File: src/design/rebc_pkg.sv
package rebc_pkg;

  localparam int unsigned CfgIdxWidth  = 3;
  localparam int unsigned CfgDataWidth = 32;
  localparam int unsigned TdataWidth   = 40;

  localparam logic [CfgIdxWidth-1:0] REG_BOUND_LOW       = 3'd0;
  localparam logic [CfgIdxWidth-1:0] REG_BOUND_HIGH      = 3'd1;
  localparam logic [CfgIdxWidth-1:0] REG_WRAP_MODE       = 3'd2;
  localparam logic [CfgIdxWidth-1:0] REG_BOUNDS_ENABLE   = 3'd3;
  localparam logic [CfgIdxWidth-1:0] REG_STEP_COOLDOWN   = 3'd4;
  localparam logic [CfgIdxWidth-1:0] REG_BUTTON_COOLDOWN = 3'd5;

  localparam logic [15:0] STEP_COOLDOWN_RESET   = 16'd2;
  localparam logic [15:0] BUTTON_COOLDOWN_RESET = 16'd50;

  typedef struct packed {
    logic signed [31:0] bound_low;
    logic signed [31:0] bound_high;
    logic               wrap_mode;
    logic               bounds_enable;
    logic [15:0]        step_cooldown_ms;
    logic [15:0]        button_cooldown_ms;
  } cfg_t;

  typedef struct packed {
    logic [31:0] now_ms;
    logic        clock_level;
    logic        data_level;
    logic        button_level;
  } poll_t;

  typedef struct packed {
    logic signed [31:0] position;
    logic               moved_cw;
    logic               moved_ccw;
    logic               button_pressed;
  } result_t;

endpackage

File: src/design/rotary_encoder_bounded_counter_unit.sv
// Rotary encoder position counter with button debounce.
// Each beat on the s_ channel is one poll of the encoder pins with a
// millisecond timestamp; each poll yields exactly one beat on the m_
// channel carrying the position after the poll and the step and press flags.
// A poll is held in an input register, evaluated in a single pass of
// compare and increment logic that also updates the encoder state, and the
// result is captured in an output register. Throughput is one poll per cycle
// while the receiver keeps m_tready high; the state update and the output
// register load happen in the same cycle, so consecutive polls need no gap.
// When the receiver holds m_tready low, the result register keeps its beat,
// the input register keeps the next poll, and s_tready drops once both are
// full; nothing is lost or repeated.
// Synchronous reset restores the register defaults (step cooldown 2 ms,
// button cooldown 50 ms, bounds off) and the encoder state (clock line high,
// button released, position zero) and empties both registers.
// Configuration writes through cfg_we/cfg_index/cfg_data take effect at the
// next clock edge and are to be made only while no poll is in flight.
module rotary_encoder_bounded_counter_unit (
  input  logic                                 clk,
  input  logic                                 rst,
  input  logic                                 s_tvalid,
  output logic                                 s_tready,
  // now_ms[31:0], clock_level[32], data_level[33], button_level[34], zero fill
  input  logic [rebc_pkg::TdataWidth-1:0]      s_tdata,
  output logic                                 m_tvalid,
  input  logic                                 m_tready,
  // position[31:0], moved_cw[32], moved_ccw[33], button_pressed[34], zero fill
  output logic [rebc_pkg::TdataWidth-1:0]      m_tdata,
  input  logic                                 cfg_we,
  input  logic [rebc_pkg::CfgIdxWidth-1:0]     cfg_index,
  input  logic [rebc_pkg::CfgDataWidth-1:0]    cfg_data
);

  rebc_pkg::cfg_t    cfg;
  rebc_pkg::poll_t   poll;
  rebc_pkg::result_t result;
  rebc_pkg::result_t out_beat;
  logic              in_valid;
  logic              advance;

  assign advance  = in_valid && (!m_tvalid || m_tready);
  assign s_tready = !in_valid || advance;

  always_ff @(posedge clk) begin
    if (rst) begin
      in_valid <= 1'b0;
      m_tvalid <= 1'b0;
    end else begin
      if (s_tready) begin
        in_valid <= s_tvalid;
      end
      if (advance) begin
        m_tvalid <= 1'b1;
      end else if (m_tready) begin
        m_tvalid <= 1'b0;
      end
    end
  end

  always_ff @(posedge clk) begin
    if (s_tvalid && s_tready) begin
      poll.now_ms       <= s_tdata[31:0];
      poll.clock_level  <= s_tdata[32];
      poll.data_level   <= s_tdata[33];
      poll.button_level <= s_tdata[34];
    end
    if (advance) begin
      out_beat <= result;
    end
  end

  assign m_tdata = {5'd0, out_beat.button_pressed, out_beat.moved_ccw, out_beat.moved_cw,
                    out_beat.position};

  rebc_cfg u_cfg (
    .clk       (clk),
    .rst       (rst),
    .cfg_we    (cfg_we),
    .cfg_index (cfg_index),
    .cfg_data  (cfg_data),
    .cfg       (cfg)
  );

  rebc_core u_core (
    .clk     (clk),
    .rst     (rst),
    .advance (advance),
    .poll    (poll),
    .cfg     (cfg),
    .result  (result)
  );

endmodule

File: src/design/rebc_cfg.sv
module rebc_cfg (
  input  logic                                 clk,
  input  logic                                 rst,
  input  logic                                 cfg_we,
  input  logic [rebc_pkg::CfgIdxWidth-1:0]     cfg_index,
  input  logic [rebc_pkg::CfgDataWidth-1:0]    cfg_data,
  output rebc_pkg::cfg_t                       cfg
);

  always_ff @(posedge clk) begin
    if (rst) begin
      cfg.bound_low          <= '0;
      cfg.bound_high         <= '0;
      cfg.wrap_mode          <= 1'b0;
      cfg.bounds_enable      <= 1'b0;
      cfg.step_cooldown_ms   <= rebc_pkg::STEP_COOLDOWN_RESET;
      cfg.button_cooldown_ms <= rebc_pkg::BUTTON_COOLDOWN_RESET;
    end else if (cfg_we) begin
      case (cfg_index)
        rebc_pkg::REG_BOUND_LOW:       cfg.bound_low          <= cfg_data;
        rebc_pkg::REG_BOUND_HIGH:      cfg.bound_high         <= cfg_data;
        rebc_pkg::REG_WRAP_MODE:       cfg.wrap_mode          <= cfg_data[0];
        rebc_pkg::REG_BOUNDS_ENABLE:   cfg.bounds_enable      <= cfg_data[0];
        rebc_pkg::REG_STEP_COOLDOWN:   cfg.step_cooldown_ms   <= cfg_data[15:0];
        rebc_pkg::REG_BUTTON_COOLDOWN: cfg.button_cooldown_ms <= cfg_data[15:0];
        default: ;
      endcase
    end
  end

endmodule

File: src/design/rebc_core.sv
module rebc_core (
  input  logic              clk,
  input  logic              rst,
  input  logic              advance,
  input  rebc_pkg::poll_t   poll,
  input  rebc_pkg::cfg_t    cfg,
  output rebc_pkg::result_t result
);

  logic               last_clock, last_clock_next;
  logic               button_state, button_state_next;
  logic [31:0]        button_sample_time, button_sample_time_next;
  logic [31:0]        step_time, step_time_next;
  logic signed [31:0] count, count_next;

  logic [31:0] button_elapsed;
  logic [31:0] step_elapsed;
  logic        button_due;
  logic        step_due;
  logic        take_step;

  always_comb begin
    button_elapsed = poll.now_ms - button_sample_time;
    step_elapsed   = poll.now_ms - step_time;
    button_due     = button_elapsed > {16'd0, cfg.button_cooldown_ms};
    step_due       = step_elapsed >= {16'd0, cfg.step_cooldown_ms};

    button_state_next       = button_state;
    button_sample_time_next = button_sample_time;
    last_clock_next         = last_clock;
    step_time_next          = step_time;
    count_next              = count;
    result.moved_cw         = 1'b0;
    result.moved_ccw        = 1'b0;
    result.button_pressed   = 1'b0;

    if (button_due) begin
      button_sample_time_next = poll.now_ms;
      button_state_next       = poll.button_level;
      result.button_pressed   = poll.button_level && !button_state;
    end

    take_step = step_due && (poll.clock_level != last_clock);
    if (take_step) begin
      last_clock_next = poll.clock_level;
      if (!poll.clock_level) begin
        step_time_next = poll.now_ms;
        if (poll.data_level) begin
          result.moved_cw = 1'b1;
          // count + 1 > high is count >= high, free of overflow.
          if (cfg.bounds_enable && (count >= cfg.bound_high)) begin
            count_next = cfg.wrap_mode ? cfg.bound_low : cfg.bound_high;
          end else begin
            count_next = count + 32'sd1;
          end
        end else begin
          result.moved_ccw = 1'b1;
          if (cfg.bounds_enable && (count <= cfg.bound_low)) begin
            count_next = cfg.wrap_mode ? cfg.bound_high : cfg.bound_low;
          end else begin
            count_next = count - 32'sd1;
          end
        end
      end
    end

    result.position = count_next;
  end

  always_ff @(posedge clk) begin
    if (rst) begin
      last_clock         <= 1'b1;
      button_state       <= 1'b0;
      button_sample_time <= '0;
      step_time          <= '0;
      count              <= '0;
    end else if (advance) begin
      last_clock         <= last_clock_next;
      button_state       <= button_state_next;
      button_sample_time <= button_sample_time_next;
      step_time          <= step_time_next;
      count              <= count_next;
    end
  end

endmodule

File: config.mk
export PLATFORM = sky130hd
export DESIGN_NAME = rotary_encoder_bounded_counter_unit
export DESIGN_NICKNAME = d
export VERILOG_FILES = /design/src/design/rebc_pkg.sv /design/src/design/rotary_encoder_bounded_counter_unit.sv /design/src/design/rebc_cfg.sv /design/src/design/rebc_core.sv
export SDC_FILE = /design/constraint.sdc
export NUM_CORES = 1
export LEC_CHECK = 0
export BUFFER_PORTS_ARGS = -buffer_cell sky130_fd_sc_hd__buf_4
export CORE_ASPECT_RATIO = 1.75
export CORE_MARGIN = 3
export CORE_UTILIZATION = 65
export CTS_BUF_LIST = sky130_fd_sc_hd__clkbuf_2 sky130_fd_sc_hd__clkbuf_4 sky130_fd_sc_hd__clkbuf_8
export DETAILED_ROUTE_END_ITERATION = 7
export PLACE_DENSITY = 0.85
export SKIP_CTS_REPAIR_TIMING = 1
export SYNTH_ARGS = -nofsm -noshare
export SYNTH_HDL_FRONTEND = slang
export SYNTH_SLANG_ARGS = --single-unit
File: constraint.sdc
create_clock -name clk -period 12.4 [get_ports clk]
set_input_delay 3.1 -clock clk [delete_from_list [all_inputs] [get_ports clk]]
set_output_delay 3.1 -clock clk [all_outputs]
set_load 0.02 [all_outputs]
After elaboration in Yosys (flattened, before gate mapping)
Cells that the tools add are included.
- memories kept: 0
- latch bits: 0
- bits in writable memories: 0
- input bits: 80
- bits in registers: 268
- memory bits (read-only): 0
- output and inout port bits: 42
- add/subtract/negate cells: 4
- magnitude comparators: 4
- divide/modulo/power cells: 0
- multipliers: 0
- shift-type cells: 0
- reduce and logical (&&, ||, !) cells: 23
- muxes and demuxes: 11
- equal/unequal tests: 6
- bitwise operators: 2
- operators with widths (operator ; number):
    $mux 32 ; 7
    $sub 32x32->32 ; 2
    $add 32x2->32 const B ; 1
    $ge 32x16->1 ; 1
    $ge 32x32->1 ; 1
    $gt 32x16->1 ; 1
    $le 32x32->1 ; 1
    $sub 32x2->32 const B ; 1
    $reduce_and 2->1 ; 8
    $eq 3x2->1 const B ; 2
    $eq 3x3->1 const B ; 2
    $logic_and 1x1->1 ; 6
    $mux 1 ; 4
    $eq 3x1->1 const B ; 1
    $logic_not 1->1 ; 3
    $logic_not 3->1 ; 1
    $reduce_and 3->1 ; 1
    $logic_or 1x1->1 ; 2
    $not 1->1 ; 2
    $reduce_bool 2->1 ; 1
    $reduce_or 2->1 ; 1
    $ne 1x1->1 ; 1

Longest topological paths before layout
Gate-level depths: netlist (run 1).
- depth after elaboration: 6
- mapped depth: 23
- gate-level depth less buffers: 22

Hierarchy
From an unflattened synthesis (run 1), not the netlist that was laid out.
- cells, all modules: 2347
- area, all modules: 19627.6 um^2
- modules (own cells, without submodules) (module ; cells each ; area each (um^2) ; instances ; sequential area each (um^2)):
    rebc_core ; 1899 ; 13429.1 ; 1 ; 1961.9
    rebc_cfg ; 362 ; 3951.3 ; 1 ; 1961.9
    rotary_encoder_bounded_counter_unit ; 86 ; 2247.2 ; 1 ; 2142.1

Worst setup path after synthesis (run 1)
No wires, ideal clock.
- path kind: input-to-output
- start point: input port m_tready
- end point: output port s_tready
- path slack: 5.848 ns
- stages on the path: 2
- required time: 9.300 ns
- arrival: 3.452 ns
- path through: nor2b_1 > nand2_1
- cells in the longest elaborated chain, start to end: 3
- ends and longest elaborated chain (element ; line ; source):
    start: declaration ; rotary_encoder_bounded_counter_unit.sv:26 ; input logic m_tready,
    $logic_or 1x1->1 ; rotary_encoder_bounded_counter_unit.sv:41 ; assign advance = in_valid && (!m_tvalid || m_tready);
    $logic_and 1x1->1 ; rotary_encoder_bounded_counter_unit.sv:41 ;
    $logic_or 1x1->1 ; rotary_encoder_bounded_counter_unit.sv:42 ; assign s_tready = !in_valid || advance;
    end: declaration ; rotary_encoder_bounded_counter_unit.sv:22 ; output logic s_tready,
Every way passes these cells.

Worst setup path in the final report (run 1)
Ends and elaborated chain as after synthesis.

==> impl_results.md, run 1 <==
- VDD IR-drop max: 0.121 mV
- Initial antenna violation count: 4
- Final setup violation count: 0
- # IOs: ~120
- FF-to-FF Start: poll[3]$_DFFE_PP_
- Routed length per instance: roughly 23 um
- Relative slew slack: 9.02%
- Final-report hold violation count: 0
- Worst R2R Setup Slack: 6.55 ns
- Final estimated routing congestion in global placement: 0.995
- Detailed Place HPWL: 45600 um
- Root Buffer: clkbuf_8
- Clk_skew: 0.0378 ns
- Flip-flop and latch count after synthesis: 268
- Detail-routed via count per cell: 6.56
- Critical Path Source Type: input pin
- Register area share after synthesis: 32.1%
- Final Core Density: 72.5%
- IO buf count: 111
- Row cnt: 81
- Die width: 135 um
- Pwr per Cell Area: 112 nW/um^2
- Die Span Y: 231 um
- Hold crit path type: reg2reg
- Critical Path Fanout Max: 4
- Total die area: 31200 um^2
- GRT Util Overall: slightly below 40%
- Failing checks: design-rule violations
- Cts bufs inserted: 38
- Starting Density: 66.7%
- DRT met1 WL: 19700 um
- Top Metal Used: met4
- Vias in the first global route: about 18k
- Hold path depth: 2
- Hold WS: 0.459 ns
- Post-route ant nets: 0
- Post-route minimum period: just under 7 ns
- CTS tree: done
- Routed wire length: around 62000 um
- Total gr overflow: 0
- Final TNS setup: 0 ns
- Cells after DPL: 2675
- Fmax achieved: 147 MHz
- Skew-Pair Late Insertion Delay: 0.60 ns
- Netlist cell types: 74
- Core area: between 20000 and 30000 um^2
- Syn Area/Cell: 8.11 um^2
- Sequential cell area: around 6100 um^2
- Status: complete, but fails checks
- Fin. max-slew vios: 0
- Drt first pass iters: 8
- RSZ-0062 raised after global routing: false
- DRT iter0 DRCs: 1354
- First-pass GRT wire length: 94600 um
- Period Utilization, post-route: 54.8%
- WL met3: 3740 um
- Fillers: 2250
- Slew @ Worst Pin: 1.36 ns
- Reg2Reg Depth: 20
- Final Non-Filler Cells: 2748
- Largest net degree at the start of global routing: around 110
- Synth Warn #: 0
- Mapped Cells: 2328
- Total number of vias: 18.0k
- Number of synthesized flops with an enable pin: 70
- Synthesized cell area: 18900 um^2
- Max H-tree Level: 2
- Clk pin slew, worst setup/hold paths: 0.07 ns
- Crit path capture type: output pin
- Critical Path Source: m_tready
- WL met2: 31700 um
- Ys async rst share: 0%
- Area Growth Syn to Fin: 8.61%
- Drc violations: 2
- Share of cells above drive strength 1: 12.9%
- Nets: 2584
- Fin area: 20500 um^2
- Kind of critical path: in2out
- P_leak: 7.75 nW
- CP arrival: 3.70 ns
- Post-place instance area: between 15000 and 20000 um^2
- Most used DFF post-synth: dfxtp_1
- Area of the multi-input gates: approximately 11000 um^2
- R2R Path End: u_core.step_time[26]$_SDFFE_PP0P_
- CP required: about 9.3 ns
- MaxCap Viol Count: 0
- CTS sink cnt: about 270
- Crit path to: s_tready
- Maximum clock path buffer count: 3
[per-layer routing]
metal | up-vias | track usage, %
met4 | 0 | 38.0
li1 | 8310 | -
met3 | 375 | 8.60
met1 | 8532 | 35.4
met5 | - | 0
met2 | 818 | 69.4
[worst min-delay path by stage]
stage,from,to,slack (ns)
finish,u_cfg.cfg[7]$_SDFFE_PP0P_,u_cfg.cfg[7]$_SDFFE_PP0P_,0.46
floorplan,u_core.button_state$_SDFFE_PP0P_,u_core.button_state$_SDFFE_PP0P_,0.44
global route,u_cfg.cfg[3]$_SDFFE_PP0P_,u_cfg.cfg[3]$_SDFFE_PP0P_,0.48
CTS,u_cfg.cfg[2]$_SDFFE_PP0P_,u_cfg.cfg[2]$_SDFFE_PP0P_,0.46
detailed placement,u_cfg.cfg[2]$_SDFFE_PP0P_,u_cfg.cfg[2]$_SDFFE_PP0P_,0.45
global placement,u_cfg.cfg[15]$_SDFFE_PP0P_,u_cfg.cfg[15]$_SDFFE_PP0P_,0.44
[cells in the mapped netlist (20+ instances only)]
master	n	area share, %
nand2_1	336	6.7
a21oi_1	226	6.0
dfxtp_1	198	21
inv_1	184	3.7
ha_1	160	11
clkbuf_1	123	2.4
nor3_1	116	3.1
mux2i_1	92	4.9
nor2_1	92	1.8
edfxtp_1	70	11
o21ai_0	65	1.7
xnor2_1	62	2.9
mux2_2	51	3.0
nand3_1	51	1.4
o211ai_1	49	1.9
a21o_1	35	1.4
nand4_1	35	1.2
o21ai_1	34	0.90
xor2_1	34	1.6
a31o_2	33	1.5
buf_2	21	0.56
a211oi_1	20	0.80
[placed cells by master, fill, tap and decap left out, types with 6 or more instances in the layout]
cell type	netlist	final
a2111oi_0	18	17
a211oi_1	20	20
a21o_1	35	35
a21oi_1	226	226
a221oi_1	15	15
a31o_2	33	33
and2_1	8	7
and3_1	14	14
and4_1	10	9
buf_4	14	133
clkbuf_4	0	16
clkbuf_8	0	44
clkinv_2	0	6
dfxtp_1	198	197
edfxtp_1	70	70
ha_1	160	160
inv_1	184	183
mux2_2	51	51
mux2i_1	92	92
nand2_1	336	334
nand2b_1	7	7
nand3_1	51	51
nand4_1	35	35
nor2_1	92	91
nor2b_1	15	15
nor3_1	116	114
nor4_1	17	17
o211ai_1	49	49
o21a_1	15	15
o21ai_0	65	65
o21ai_1	34	33
o21bai_1	12	12
o31ai_1	7	7
or3_1	9	9
xnor2_1	62	62
xor2_1	34	34
[registers in the layout, summed over array words and instances (netlist names)]
name                       cells
u_cfg.cfg                     98
m_tdata                       35
poll                          35
u_core.button_sample_time     32
u_core.count                  32
u_core.step_time              32
in_valid                       1
m_tvalid                       1
u_core.button_state            1
u_core.last_clock              1
[per-stage QoR]
step / worst slack (ns) / total power (W)
after global routing: 5.57 / 0.00239
after CTS: 5.61 / 0.00229
after floorplan: 5.85 / 0.00140
final: 5.60 / 0.00230
after detailed placement: 5.62 / 0.00157
after global placement: 5.65 / 0.00155
[layout make-up]
| type | instances | share of cell area [%] |
|---|---|---|
| Multi-Input combinational cell | 1717 | 56.0 |
| Sequential cell | 268 | 29.6 |
| Timing Repair Buffer | 133 | 4.87 |
| Clock buffer | 60 | 3.54 |
| Inverter | 184 | 3.37 |
| Tap cell | 373 | 2.28 |
| Clock inverter | 10 | 0.293 |
| Antenna cell | 3 | 0.0366 |
[kinds of logic after synthesis]
| group | count (synthesis) | synth area share (%) |
|---|---|---|
| other | 1 | 0.0199 |
| AO/OA/AOI/OAI | 575 | 19.2 |
| XOR/XNOR | 96 | 4.46 |
| multiplexers | 143 | 7.92 |
| AND/OR/NAND/NOR | 736 | 18.1 |
| adder cells (fa/ha/maj) | 162 | 10.8 |
| buffers and inverters | 347 | 7.32 |
| flip-flops | 268 | 32.1 |
[worst max-delay path, stage by stage]
cell	delay (ns)
buf_4	0.11
nor2b_1	0.20
nand2_1	0.11
buf_4	0.17
[where the power goes]
part           total, W  internal, W  switching [W]
registers      0.000981     0.000938      0.0000427
logic          0.000588     0.000235       0.000353
clock network  0.000730     0.000376       0.000355
Note: power is estimated with default switching activity, not from simulation.
==> run 2, diff against run 1 <==
--- a/config.mk
+++ b/config.mk
@@ -5,13 +5,14 @@
 export SDC_FILE = /design/constraint.sdc
 export NUM_CORES = 1
 export LEC_CHECK = 0
+export ABC_AREA = 1
 export BUFFER_PORTS_ARGS = -buffer_cell sky130_fd_sc_hd__buf_4
 export CORE_ASPECT_RATIO = 1.75
 export CORE_MARGIN = 3
-export CORE_UTILIZATION = 65
+export CORE_UTILIZATION = 64
 export CTS_BUF_LIST = sky130_fd_sc_hd__clkbuf_2 sky130_fd_sc_hd__clkbuf_4 sky130_fd_sc_hd__clkbuf_8
 export DETAILED_ROUTE_END_ITERATION = 7
-export PLACE_DENSITY = 0.85
+export PLACE_DENSITY = 0.83
 export SKIP_CTS_REPAIR_TIMING = 1
 export SYNTH_ARGS = -nofsm -noshare
 export SYNTH_HDL_FRONTEND = slang
==> constraint.sdc (replaced) <==
create_clock -name clk -period 6.45 [get_ports clk]
set_input_delay 1.6125 -clock clk [delete_from_list [all_inputs] [get_ports clk]]
set_output_delay 1.6125 -clock clk [all_outputs]
set_load 0.02 [all_outputs]
==> run 2 against run 1 <==
Against the previous run:
- the run now ends clean
- wire length increased by 6.9%
- worst setup slack got worse by 4.0 ns
- first-iteration DRC count increased by 10%
- clock power increased by 110%
- sequential power increased by 94%
- final cell count increased by 30%
- area after synthesis increased by 6.3%
- clock skew decreased by 0.0030 ns
- die area increased by 7.7%
- synthesized cell count increased by 33%
- largest power group unchanged
- highest routed layer unchanged
==> impl_results.md, run 2 <==
- CP arrival: 5.32 ns (+1.62 ns)
- Cell chain of the critical path: inv_1 -> fa_1 -> inv_1 -> nand2_1 -> nand3_1 -> nand3_1 -> nand2_1 -> xor2_1 -> ha_1 -> inv_1 -> nor3_1 -> a211oi_1 -> nand3_1 -> nor3_1 -> nand2_1 -> nor2_4 -> nor2_8 -> nand2_4 -> o21ai_0 -> nor2_1
- CTS tree: done
- CP max stage delay: 0.76 ns (+0.56 ns)
- Routed wire length: 66500 um (+6.9%)
- Hold endpoint: u_cfg.cfg[25]$_SDFFE_PP0P_
- Drt first pass iters: 5 (-3)
- Area leader, netlist: dfxtp_1
- Flip-flop and latch count after synthesis: 268 (unchanged)
- Max H-tree Level: 2 (unchanged)
- Pwr per Cell Area: 223 nW/um^2 (+99%)
- Hold path depth: 2 (unchanged)
- Vias in the first global route: 20.4k (+15%)
- Fmax achieved: 204 MHz
- Total gr overflow: 0 (unchanged)
- FF-to-FF Start: poll[4]$_DFFE_PP_
- Final TNS setup: 0 ns (unchanged)
- Syn Area/Cell: 6.47 um^2 (-20%)
- Delay-heaviest family, CP: simple AND/OR/NAND/NOR gates
- # IOs: 122 (unchanged)
- Cells after DPL: 3509 (+31%)
- Routed length per instance: 18.6 um (-18%)
- Synthesized cell area: 20100 um^2 (+6.3%)
- Hold crit path type: reg2reg
- Hold_sp: u_cfg.cfg[25]$_SDFFE_PP0P_
- GRT Util Overall: 38.6% (-0.44 points)
- Starting Density: 65.1% (-1.7 points)
- Most frequent cells after synthesis: nand2_1, inv_1, nor2_1, a21oi_1, o21ai_0
- Mapped Cells: 3100 (+33%)
- Top cell type's share of synthesized area: 19.8% (-1.2 points)
- Share of cells above drive strength 1: 8.22% (-4.7 points)
- VDD IR-drop max: 0.289 mV (+140%)
- Clk pin slew, worst setup/hold paths: 0.06 ns (about the same)
- Critical Path Source Type: flip-flop
- Slew @ Worst Pin: 1.25 ns (-0.115 ns)
- Crit-path slowest cell: nand2_4
- Status: complete, no violations
- Final estimated routing congestion in global placement: 1.11 (+11%)
- Final Non-Filler Cells: 3580 (+30%)
- First-pass GRT wire length: 103000 um (+8.6%)
- P_leak: 10.3 nW (+32%)
- Synth Warn #: 0 (unchanged)
- Core area: 30800 um^2 (+9.1%)
- Crit path capture type: flip-flop
- Initial antenna violation count: 1 (-3)
- Most frequent cells in the layout: nand2_1, inv_1, nor2_1
- CP required: 6.88 ns (-2.42 ns)
- Largest net degree at the start of global routing: 104 (-2.8%)
- Area Growth Syn to Fin: 9.20%
- Post-route minimum period: 4.89 ns
- R2R Path End: u_core.count[8]$_SDFFE_PP0P_
- Total number of vias: 20.8k (+15%)
- Maximum clock path buffer count: 3 (unchanged)
- Reg2Reg Depth: 20 (unchanged)
- Root Buffer: clkbuf_8
- Ys async rst share: 0% (unchanged)
- Most common cell after layout, fill and taps aside: nand2_1
- Cts bufs inserted: 40 (+5.3%)
- CTS sink cnt: 268 (unchanged)
- Final Core Density: 71.0% (-1.4 points)
- Biggest register: u_cfg.cfg
- Number of synthesized flops with an enable pin: 70 (unchanged)
- Largest register FFs: 98 (unchanged)
- Fin. max-slew vios: 0 (unchanged)
- Hold WS: 0.459 ns (-0.000351 ns)
- Row cnt: 85 (+4.9%)
- Drc violations: 0 (-2)
- Most used DFF post-synth: dfxtp_1
- Final-report hold violation count: 0 (unchanged)
- Nets: 3402 (+32%)
- Die Span Y: 240 um (+3.8%)
- Skew-Pair Late Insertion Delay: 0.60 ns (about the same)
- Worst R2R Setup Slack: 1.56 ns (-4.99 ns)
- Relative slew slack: 16.6% (+7.6 points)
- Detail-routed via count per cell: 5.80 (-12%)
- Total die area: 33600 um^2 (+7.7%)
- Critical Path Fanout Max: 87 (+83)
- Register area share after synthesis: 30.2% (-1.9 points)
- RSZ-0062 raised after global routing: false
- IO buf count: 111 (unchanged)
- Kind of critical path: reg2reg
- Buf/Inv on CP: 3 (+1)
- MaxCap Viol Count: 0 (unchanged)
- Die width: 140 um (+3.7%)
- Post-route ant nets: 0 (unchanged)
- Detailed Place HPWL: 51200 um (+12%)
- Clk_skew: 0.0348 ns (-0.00301 ns)
- Final setup violation count: 0 (unchanged)
- DRT iter0 DRCs: 1492 (+10%)
- Netlist cell types: 43 (-42%)
- Most numerous cell in the Yosys netlist: nand2_1
- Synth top area cells: dfxtp_1, nand2_1, edfxtp_1, ha_1, inv_1
- Period Utilization, post-route: 75.8%
run 2: cell types whose count changed after synthesis, moves of 92 or more:
cell	delta
inv_1	+258
o21ai_0	+175
mux2i_1	-92
nor2_1	+186
nand2_1	+497
nand3_1	+188
run 2: how the worst max path moves through the flow:
stage / start / endpoint / cells after the start
final: poll[4]$_DFFE_PP_ / u_core.count[8]$_SDFFE_PP0P_ / 20
after global routing: poll[8]$_DFFE_PP_ / u_core.count[8]$_SDFFE_PP0P_ / 20
after CTS: poll[3]$_DFFE_PP_ / u_core.count[8]$_SDFFE_PP0P_ / 21
after detailed placement: poll[3]$_DFFE_PP_ / u_core.count[8]$_SDFFE_PP0P_ / 21
after global placement: poll[5]$_DFFE_PP_ / u_core.count[8]$_SDFFE_PP0P_ / 24
after floorplan: m_tready / m_tdata[0]$_DFFE_PP_ / 6
run 2: kinds of logic (layout without fill, tap and decap cells):
kind of cell	Yosys count	in the layout	synth area share, %
and+or+nand+nor	1470	1470	30.6
buffers and inverters	576	660	11.3
AOI/OAI and AO/OA	543	543	14.2
DFF	268	268	30.2
adders and majority gates	162	162	10.2
xor gates and xnor gates	80	80	3.49
other	1	6	0.0187
run 2: per-layer routing:
metal / part of all wire, % / routed length, um / GRT usage [%]
met3: 6.2 / 4120 / 6.85
met4: 12 / 8310 / 39.6
met2: 50 / 33200 / 70.0
met1: 31 / 20900 / 34.5
met5: 0 / 0 / 0
run 2: layout make-up:
| class | instances | area, um^2 |
|---|---|---|
| Timing Repair Buffer | 134 | 1010 |
| Antenna cell | 1 | 2.50 |
| Multi-Input combinational cell | 2260 | 11800 |
| Clock inverter | 16 | 185 |
| Clock buffer | 54 | 681 |
| Tap cell | 391 | 489 |
| Sequential cell | 268 | 6070 |
| Inverter | 456 | 1710 |
| Fill cell | 2735 | 8930 |
run 2: worst min-delay path: stages, from the launching register on:
cell	delay, ns
dfxtp_1	0.29
inv_1	0.06
a21oi_1	0.06
run 2: power by group:
group | switching, W | total (W) | internal [W]
Combinational | 0.000950 | 0.00143 | 0.000481
Sequential | 0.0000836 | 0.00190 | 0.00182
Clock | 0.000702 | 0.00155 | 0.000850
Total | 0.00174 | 0.00488 | 0.00315
run 2: through the flow:
stage	cell area [um^2]	total power [W]	setup WS, ns
after CTS	21900	0.00486	1.70
after global routing	21900	0.00512	1.24
after global placement	21000	0.00328	1.84
after floorplan	20100	0.00288	2.64
final	21900	0.00488	1.56
after detailed placement	21000	0.00333	1.71
